<file path="src/hw/rtl/scd_pkg.sv">
// shared types and constants for the serial command deframer
// no dependencies; used by scd_ctrl, scd_datapath and the top level
package scd_pkg;

  localparam int unsigned MAX_PAYLOAD_DEF = 20;

  localparam logic [7:0] START_BYTE = 8'h01;
  localparam logic [7:0] END_BYTE   = 8'h04;

  localparam logic [1:0] ST_GOOD     = 2'd0;
  localparam logic [1:0] ST_BAD_END  = 2'd1;
  localparam logic [1:0] ST_OVERFLOW = 2'd2;

  // controller to datapath
  typedef struct packed {
    logic ld_len;
    logic ld_cmd;
    logic wr_byte;
    logic emit_bad;
    logic emit_ovf;
    logic emit_zero;
    logic emit_data;
    logic rd_next;
  } scd_cmd_t;

  // datapath to controller
  typedef struct packed {
    logic is_start;
    logic is_end;
    logic cnt_eq_len;
    logic cnt_full;
    logic len_zero;
    logic last_idx;
    logic out_free;
  } scd_stat_t;

endpackage

</file>
<file path="src/hw/rtl/scd_ctrl.sv">
// frame parser state machine for the serial command deframer
// depends on scd_pkg; drives scd_datapath through command signals
module scd_ctrl (
  input  logic                clk,
  input  logic                rst,
  input  logic                in_valid,
  output logic                in_stall,
  input  scd_pkg::scd_stat_t  stat,
  output scd_pkg::scd_cmd_t   cmd
);
  import scd_pkg::*;

  localparam logic [2:0] S_WAIT = 3'd0;
  localparam logic [2:0] S_LEN  = 3'd1;
  localparam logic [2:0] S_CMD  = 3'd2;
  localparam logic [2:0] S_DATA = 3'd3;
  localparam logic [2:0] S_READ = 3'd4;
  localparam logic [2:0] S_LOAD = 3'd5;

  logic [2:0] state;
  logic [2:0] state_next;
  logic       in_take;

  // only a byte in the data phase can produce a result right away
  assign in_stall = !((state == S_WAIT) || (state == S_LEN) || (state == S_CMD) ||
                      ((state == S_DATA) && stat.out_free));
  assign in_take  = in_valid && !in_stall;

  always_comb begin
    state_next = state;
    cmd        = '0;
    case (state)
      S_WAIT: begin
        if (in_take && stat.is_start) begin
          state_next = S_LEN;
        end
      end
      S_LEN: begin
        if (in_take) begin
          cmd.ld_len = 1'b1;
          state_next = S_CMD;
        end
      end
      S_CMD: begin
        if (in_take) begin
          cmd.ld_cmd = 1'b1;
          state_next = S_DATA;
        end
      end
      S_DATA: begin
        if (in_take) begin
          if (stat.cnt_eq_len) begin
            if (!stat.is_end) begin
              cmd.emit_bad = 1'b1;
              state_next   = S_WAIT;
            end else if (stat.len_zero) begin
              cmd.emit_zero = 1'b1;
              state_next    = S_WAIT;
            end else begin
              state_next = S_READ;
            end
          end else if (stat.cnt_full) begin
            cmd.emit_ovf = 1'b1;
            state_next   = S_WAIT;
          end else begin
            cmd.wr_byte = 1'b1;
          end
        end
      end
      S_READ: begin
        // store read data lands at the end of this cycle
        state_next = S_LOAD;
      end
      S_LOAD: begin
        if (stat.out_free) begin
          cmd.emit_data = 1'b1;
          if (stat.last_idx) begin
            state_next = S_WAIT;
          end else begin
            cmd.rd_next = 1'b1;
            state_next  = S_READ;
          end
        end
      end
      default: begin
        state_next = S_WAIT;
      end
    endcase
  end

  always_ff @(posedge clk) begin
    if (rst) begin
      state <= S_WAIT;
    end else begin
      state <= state_next;
    end
  end

`ifndef SYNTHESIS
  a_one_emit: assert property (@(posedge clk) disable iff (rst)
    $onehot0({cmd.emit_bad, cmd.emit_ovf, cmd.emit_zero, cmd.emit_data}))
    else $error("more than one result loaded in a cycle");

  a_emit_free: assert property (@(posedge clk) disable iff (rst)
    (cmd.emit_bad || cmd.emit_ovf || cmd.emit_zero || cmd.emit_data) |-> stat.out_free)
    else $error("result loaded over an untaken result");

  a_read_load: assert property (@(posedge clk) disable iff (rst)
    (state == S_READ) |=> (state == S_LOAD))
    else $error("store read not followed by load");

  a_last_done: assert property (@(posedge clk) disable iff (rst)
    (cmd.emit_data && stat.last_idx) |=> (state == S_WAIT))
    else $error("run did not end after last payload byte");
`endif

endmodule

</file>
<file path="src/hw/rtl/scd_datapath.sv">
// frame registers, payload store and result register of the deframer
// depends on scd_pkg; steered by scd_ctrl
module scd_datapath #(
  parameter int unsigned MAX_PAYLOAD = scd_pkg::MAX_PAYLOAD_DEF
) (
  input  logic                clk,
  input  logic                rst,
  input  logic [7:0]          rx_byte,
  input  scd_pkg::scd_cmd_t   cmd,
  output scd_pkg::scd_stat_t  stat,
  output logic                out_valid,
  input  logic                out_stall,
  output logic [1:0]          status,
  output logic [7:0]          command,
  output logic [4:0]          length,
  output logic [7:0]          payload_byte,
  output logic [4:0]          payload_index,
  output logic                last
);
  import scd_pkg::*;

  localparam int unsigned CNT_W  = $clog2(MAX_PAYLOAD + 1);
  localparam int unsigned ADDR_W = (MAX_PAYLOAD > 1) ? $clog2(MAX_PAYLOAD) : 1;

  logic [7:0]        frame_length;
  logic [7:0]        frame_command;
  logic [CNT_W-1:0]  cnt;
  logic [ADDR_W-1:0] rd_idx;
  logic [7:0]        rd_data;
  logic [7:0]        payload_store [MAX_PAYLOAD];
  logic              any_emit;

  assign stat.is_start   = (rx_byte == START_BYTE);
  assign stat.is_end     = (rx_byte == END_BYTE);
  assign stat.cnt_eq_len = (8'(cnt) == frame_length);
  assign stat.cnt_full   = (cnt == CNT_W'(MAX_PAYLOAD));
  assign stat.len_zero   = (frame_length == 8'd0);
  assign stat.last_idx   = ((8'(rd_idx) + 8'd1) == frame_length);
  assign stat.out_free   = !out_valid || !out_stall;

  assign any_emit = cmd.emit_bad || cmd.emit_ovf || cmd.emit_zero || cmd.emit_data;

  always_ff @(posedge clk) begin
    if (rst) begin
      frame_length  <= '0;
      frame_command <= '0;
      cnt           <= '0;
      rd_idx        <= '0;
    end else begin
      if (cmd.ld_len) begin
        frame_length <= rx_byte;
      end
      if (cmd.ld_cmd) begin
        frame_command <= rx_byte;
        cnt           <= '0;
        rd_idx        <= '0;
      end
      if (cmd.wr_byte) begin
        cnt <= cnt + CNT_W'(1);
      end
      if (cmd.rd_next) begin
        rd_idx <= rd_idx + ADDR_W'(1);
      end
    end
  end

  // payload store, one write and one registered read port
  always_ff @(posedge clk) begin
    if (cmd.wr_byte) begin
      payload_store[cnt[ADDR_W-1:0]] <= rx_byte;
    end
    rd_data <= payload_store[rd_idx];
  end

  always_ff @(posedge clk) begin
    if (rst) begin
      out_valid <= 1'b0;
    end else if (any_emit) begin
      out_valid <= 1'b1;
    end else if (!out_stall) begin
      out_valid <= 1'b0;
    end
  end

  always_ff @(posedge clk) begin
    if (cmd.emit_bad || cmd.emit_ovf) begin
      status        <= cmd.emit_bad ? ST_BAD_END : ST_OVERFLOW;
      command       <= 8'd0;
      length        <= 5'd0;
      payload_byte  <= 8'd0;
      payload_index <= 5'd0;
      last          <= 1'b1;
    end else if (cmd.emit_zero) begin
      status        <= ST_GOOD;
      command       <= frame_command;
      length        <= 5'd0;
      payload_byte  <= 8'd0;
      payload_index <= 5'd0;
      last          <= 1'b1;
    end else if (cmd.emit_data) begin
      status        <= ST_GOOD;
      command       <= frame_command;
      length        <= frame_length[4:0];
      payload_byte  <= rd_data;
      payload_index <= 5'(rd_idx);
      last          <= stat.last_idx;
    end
  end

endmodule

</file>
<file path="src/hw/rtl/serial_command_deframer_core.sv">
// Serial command deframer: recovers frames of start byte 0x01, length, command,
// payload and end byte 0x04 from a byte stream. Start, length and command bytes
// are always taken; a byte in the payload phase, the end byte included, is
// taken only when the result register is free. A good frame is then replayed from
// the payload store one result at a time (store read, then load of the result
// register, which waits out any output stall), so a frame of n payload bytes
// holds the input after its end byte until all n results are loaded. Failed
// frames and empty frames give a single result at once.
module serial_command_deframer_core #(
  parameter int unsigned MAX_PAYLOAD = scd_pkg::MAX_PAYLOAD_DEF
) (
  input  logic       clk,
  input  logic       rst,
  input  logic       in_valid,
  output logic       in_stall,
  input  logic [7:0] rx_byte,
  output logic       out_valid,
  input  logic       out_stall,
  output logic [1:0] status,
  output logic [7:0] command,
  output logic [4:0] length,
  output logic [7:0] payload_byte,
  output logic [4:0] payload_index,
  output logic       last
);
  import scd_pkg::*;

  scd_cmd_t  cmd;
  scd_stat_t stat;

  scd_ctrl u_ctrl (
    .clk      (clk),
    .rst      (rst),
    .in_valid (in_valid),
    .in_stall (in_stall),
    .stat     (stat),
    .cmd      (cmd)
  );

  scd_datapath #(
    .MAX_PAYLOAD (MAX_PAYLOAD)
  ) u_datapath (
    .clk           (clk),
    .rst           (rst),
    .rx_byte       (rx_byte),
    .cmd           (cmd),
    .stat          (stat),
    .out_valid     (out_valid),
    .out_stall     (out_stall),
    .status        (status),
    .command       (command),
    .length        (length),
    .payload_byte  (payload_byte),
    .payload_index (payload_index),
    .last          (last)
  );

endmodule

</file>
<file path="config.mk">
export PLATFORM = sky130hd
export DESIGN_NAME = serial_command_deframer_core
export DESIGN_NICKNAME = d
export VERILOG_FILES = /design/src/hw/rtl/scd_pkg.sv /design/src/hw/rtl/scd_ctrl.sv /design/src/hw/rtl/scd_datapath.sv /design/src/hw/rtl/serial_command_deframer_core.sv
export SDC_FILE = /design/constraint.sdc
export NUM_CORES = 1
export LEC_CHECK = 0
export ABC_AREA = 1
export BUFFER_PORTS_ARGS = -buffer_cell sky130_fd_sc_hd__buf_4
export CORE_ASPECT_RATIO = 0.6
export CORE_UTILIZATION = 25
export DETAILED_ROUTE_END_ITERATION = 7
export PLACE_DENSITY = 0.37
export RECOVER_POWER = 50
export SLEW_MARGIN = 5
export SYNTH_ARGS = -nofsm -noshare
export SYNTH_HDL_FRONTEND = slang
export SYNTH_SLANG_ARGS = --single-unit
</file>
<file path="constraint.sdc">
create_clock -name clk -period 2.4 [get_ports clk]
set_clock_uncertainty 0.1 [all_clocks]
set_input_delay 0.6 -clock clk [delete_from_list [all_inputs] [get_ports clk]]
set_output_delay 0.6 -clock clk [all_outputs]
set_load 0.005 [all_outputs]
</file>
==> run_summary.xml <==
<?xml version="1.0" encoding="UTF-8"?>
<metrics>
  <group name="run_status">
    <metric name="status" unit="">finished with violations</metric>
    <metric name="violated_checks" unit="">capacitance limit, slew limit</metric>
  </group>
  <group name="timing">
    <metric name="slew_violations" unit="">67</metric>
    <metric name="achievable-frequency" unit="MHz">443.1</metric>
    <metric name="period_share" unit="%">94.04</metric>
    <metric name="period_minus_slack" unit="ps">2257</metric>
    <metric name="hold_viol" unit="">0</metric>
    <metric name="setup_viol" unit="">0</metric>
    <metric name="tightest_slew" unit="ps">1677</metric>
    <metric name="totalNegativeSetupSlack" unit="ps">0</metric>
    <metric name="unrepaired_setup_endpoints_after_global_routing" unit="">no</metric>
    <metric name="timing.slew.headroom" unit="%">-11.78</metric>
  </group>
  <group name="clock_tree">
    <metric name="clk-insertion-delay-late" unit="ps">530</metric>
    <metric name="cts.hold.buffers_added" unit="">0</metric>
    <metric name="root_buffer" unit="">sky130_fd_sc_hd__clkbuf_16</metric>
    <metric name="clkSlewWorstSetupHoldPaths" unit="ps">70</metric>
    <metric name="clk_path_buf_depth" unit="">3</metric>
    <metric name="cts.sink_count" unit="">227</metric>
    <metric name="tritoncts" unit="">yes</metric>
    <metric name="numCtsBuffers" unit="">22</metric>
    <metric name="clock_tree.htree_level_count" unit="">1</metric>
  </group>
  <group name="setup_path">
    <metric name="crit_path_top_delay_cell" unit="">sky130_fd_sc_hd__dfxtp_1</metric>
    <metric name="crit_path_frequent_cell" unit="">sky130_fd_sc_hd__buf_4</metric>
    <metric name="worstSetupPathType" unit="">flop to output port</metric>
    <metric name="cp-start-kind" unit="">flop</metric>
    <metric name="timing.critical_path.fanout_max" unit="">5</metric>
    <metric name="maximum_cell_stage_delay_along_the_critical_path" unit="ps">410</metric>
    <metric name="cp_data_required_time" unit="ps">1700</metric>
    <metric name="arrival" unit="ps">1560</metric>
    <metric name="cp_cell_sequence" unit="">nand2_1, buf_4, o21ai_4, buf_4</metric>
    <metric name="worst_setup_ep_type" unit="">output port</metric>
  </group>
  <group name="synthesis">
    <metric name="synth-async-reset-ratio" unit="%">0</metric>
    <metric name="synth-edff-count" unit="">162</metric>
    <metric name="synth.top_cell.area_share" unit="%">52.36</metric>
    <metric name="synth.top_cells.by_area" unit="">sky130_fd_sc_hd__edfxtp_1 (52%), sky130_fd_sc_hd__dfxtp_1 (14%), sky130_fd_sc_hd__nor2_1 (6.1%)</metric>
    <metric name="ys_seq_elements" unit="">227</metric>
    <metric name="postSynthCellCount" unit="">881</metric>
    <metric name="synth.cell_area" unit="um2">9291</metric>
    <metric name="post-synth-top-area-cell" unit="">sky130_fd_sc_hd__edfxtp_1</metric>
    <metric name="netlist-cell-type-count" unit="">33</metric>
    <metric name="post-synth-top-count-cell" unit="">sky130_fd_sc_hd__edfxtp_1</metric>
    <metric name="yosys-top-cells-count" unit="">sky130_fd_sc_hd__edfxtp_1 (162), sky130_fd_sc_hd__nor2_1 (152), sky130_fd_sc_hd__nand2_1 (111)</metric>
    <metric name="synth.yosys.seq_area_share" unit="%">66.36</metric>
    <metric name="syn_area_per_cell" unit="um2">10.55</metric>
    <metric name="synthesis.nets" unit="">898</metric>
    <metric name="synthFlopType" unit="">sky130_fd_sc_hd__edfxtp_1</metric>
    <metric name="yosysWarnings" unit="">0</metric>
  </group>
  <group name="routing">
    <metric name="detailroute.via_count" unit="">6803</metric>
    <metric name="detail_route.wl_per_cell" unit="um">20.06</metric>
    <metric name="route.detailed.drc" unit="">0</metric>
    <metric name="totalWireLength" unit="um">29650</metric>
    <metric name="final_antenna_net_count" unit="">0</metric>
    <metric name="post_drt_via_cell_ratio" unit="">4.603</metric>
    <metric name="drt-pass1-iter-count" unit="">5</metric>
    <metric name="drt-initial-drc-count" unit="">646</metric>
  </group>
  <group name="die">
    <metric name="design.core.area" unit="um2">36490</metric>
    <metric name="die_height" unit="um">151.3</metric>
    <metric name="start_util" unit="%">25.47</metric>
    <metric name="die_w" unit="um">250.9</metric>
    <metric name="row_count" unit="">54</metric>
    <metric name="die_area" unit="um2">37970</metric>
    <metric name="pin_count" unit="">43</metric>
  </group>
  <group name="power_and_ir_drop">
    <metric name="total_power_consumption_of_the_routed_design" unit="mW">8.601</metric>
    <metric name="static_leakage_power" unit="nW">4.064</metric>
    <metric name="power.ir.vdd_worst" unit="V">0.0004169</metric>
    <metric name="powerDensity" unit="nW/um2">760.6</metric>
  </group>
  <group name="placed_design">
    <metric name="dp_hpwl" unit="um">20470</metric>
    <metric name="io_buffers" unit="">42</metric>
    <metric name="dp.cells" unit="">1436</metric>
    <metric name="gpl.final_weighted_congestion" unit="">0.8133</metric>
  </group>
  <group name="global_route">
    <metric name="grt_pass1_wl" unit="um">43290</metric>
    <metric name="globalRouteOverflowTotal" unit="">0</metric>
    <metric name="grt_start_max_net_pins" unit="">46</metric>
    <metric name="first_global_vias" unit="">6286</metric>
    <metric name="grtUsageTotal" unit="%">15.63</metric>
    <metric name="grt_antenna_before_repair" unit="">0</metric>
  </group>
  <group name="min_path">
    <metric name="hp-class" unit="">input pin to flop</metric>
  </group>
  <group name="layout">
    <metric name="n_fill_cell" unit="">3801</metric>
    <metric name="layout-drive-gt1-share" unit="%">17.17</metric>
    <metric name="antenna_cells" unit="">0</metric>
    <metric name="final_cells" unit="">1478</metric>
    <metric name="finalNetCount" unit="">1003</metric>
    <metric name="flow.area_growth_from_synthesis" unit="%">21.71</metric>
  </group>
  <group name="run">
    <metric name="max-cap-violations" unit="">3</metric>
  </group>
</metrics>
[worst max-delay path, delay by kind of cell, from the launching register on]
| family | cells | cell delay (ps) |
|---|---|---|
| and+or+nand+nor | 1 | 140 |
| DFF | 1 | 410 |
| AOI/OAI and AO/OA | 1 | 170 |
| buffers and inverters | 2 | 320 |
[power breakdown]
part	internal, mW	leakage [nW]	switching [mW]	total [mW]
Sequential	4.27	1.98	0.0596	4.33
Clock	2.11	0.365	1.56	3.67
Combinational	0.196	1.72	0.398	0.594
[path summary, 6_finish.rpt]
kind / to / startpoint / slack [ps] / cells after the start
max reg2reg: u_datapath.payload_store[17][0] / u_datapath.cnt[0] / 160 / 11
min: u_datapath.cnt[1] / rst / 270 / 2
max: in_stall / u_ctrl.state[1] / 140 / 4
min reg2reg: u_datapath.frame_command[2] / u_datapath.frame_command[2] / 350 / 2
[kinds of logic after synthesis]
kind of cell             share of synthesized area, %
AO/OA/AOI/OAI                                   13.37
adder cells (fa/ha/maj)                        0.6733
flip-flops                                      66.36
buffers and inverters                           4.484
AND/OR/NAND/NOR                                 15.01
XOR/XNOR                                      0.09428
[metrics by stage]
step | utilization (%) | worst slack (ps) | hold slack, ps | area, um2
6_report | 30.99 | 142.9 | 272.4 | 11310
5_1_grt | 30.99 | 14.64 | 261.9 | 11310
4_1_cts | 31.19 | 88.97 | 231.0 | 11380
3_5_place_dp | 29.15 | 114.0 | 339.9 | 10640
3_3_place_gp | 29.15 | 134.9 | 341.2 | 10640
2_1_floorplan | - | 199.1 | 323.5 | 9291
[routing by layer]
| metal | vias up | global-route usage, % | part of all wire (%) |
|---|---|---|---|
| met1 | 3294 | 26.04 | 55 |
| met4 | 0 | 2.409 | 1.3 |
| met2 | 192 | 18.93 | 36 |
| met3 | 26 | 4.554 | 7.6 |
| met5 | - | 0 | 0 |
| li1 | 3291 | - | - |
[cell type report]
class                           instances  area [um2]  area share (%)
Multi-Input combinational cell        552        2698           23.85
Inverter                               59       222.7           1.969
Sequential cell                       227        6168           54.55
Tap cell                              476       595.6           5.267
Timing Repair Buffer                  124       880.8           7.789
Clock inverter                         17       188.9           1.671
Clock buffer                           23       554.3           4.902
[placed cells by master, fill, tap and decap left out, types with 2 or more instances in the layout]
cell                         synthesis  final
sky130_fd_sc_hd__a31oi_1             9      9
sky130_fd_sc_hd__nand2_1           111    112
sky130_fd_sc_hd__edfxtp_1          162    162
sky130_fd_sc_hd__a21oi_1            60     60
sky130_fd_sc_hd__nand3_2             3      2
sky130_fd_sc_hd__clkbuf_1           26     22
sky130_fd_sc_hd__ha_1                5      5
sky130_fd_sc_hd__nor2_2              4      3
sky130_fd_sc_hd__buf_4               2     73
sky130_fd_sc_hd__clkbuf_16           0     22
sky130_fd_sc_hd__nand3_1            30     31
sky130_fd_sc_hd__nor2_1            152    153
sky130_fd_sc_hd__buf_12              0      2
sky130_fd_sc_hd__bufinv_16           0      4
sky130_fd_sc_hd__o22ai_1            16     16
sky130_fd_sc_hd__o221ai_1           16     16
sky130_fd_sc_hd__o21ai_0           105    105
sky130_fd_sc_hd__nand2_4             1      2
sky130_fd_sc_hd__clkinvlp_2          0      2
sky130_fd_sc_hd__nor2_4              3      3
sky130_fd_sc_hd__a21oi_2            10     10
sky130_fd_sc_hd__clkbuf_4            0     27
sky130_fd_sc_hd__nand4_1             5      6
sky130_fd_sc_hd__dfxtp_1            65     63
sky130_fd_sc_hd__inv_2               7      8
sky130_fd_sc_hd__dfxtp_2             0      2
sky130_fd_sc_hd__nor3_1             12     12
sky130_fd_sc_hd__inv_1              50     49
sky130_fd_sc_hd__clkinv_2            1      5
sky130_fd_sc_hd__clkinv_1            1      7
sky130_fd_sc_hd__nand3_4             2      2
[state kept, by name, summed over array words and instances (netlist names), 8 cells and up]
register                  flops
u_datapath.rd_data            8
u_datapath.frame_length       8
u_datapath.frame_command      8
u_datapath.command            8
u_datapath.payload_byte       8
u_datapath.payload_store    160
[timing repair]
item,CTS,global route
resized for setup,0,4
setup endpoints to repair,0,147
setup buffers,0,2
No activity file was read; power rests on OpenSTA's default activity.
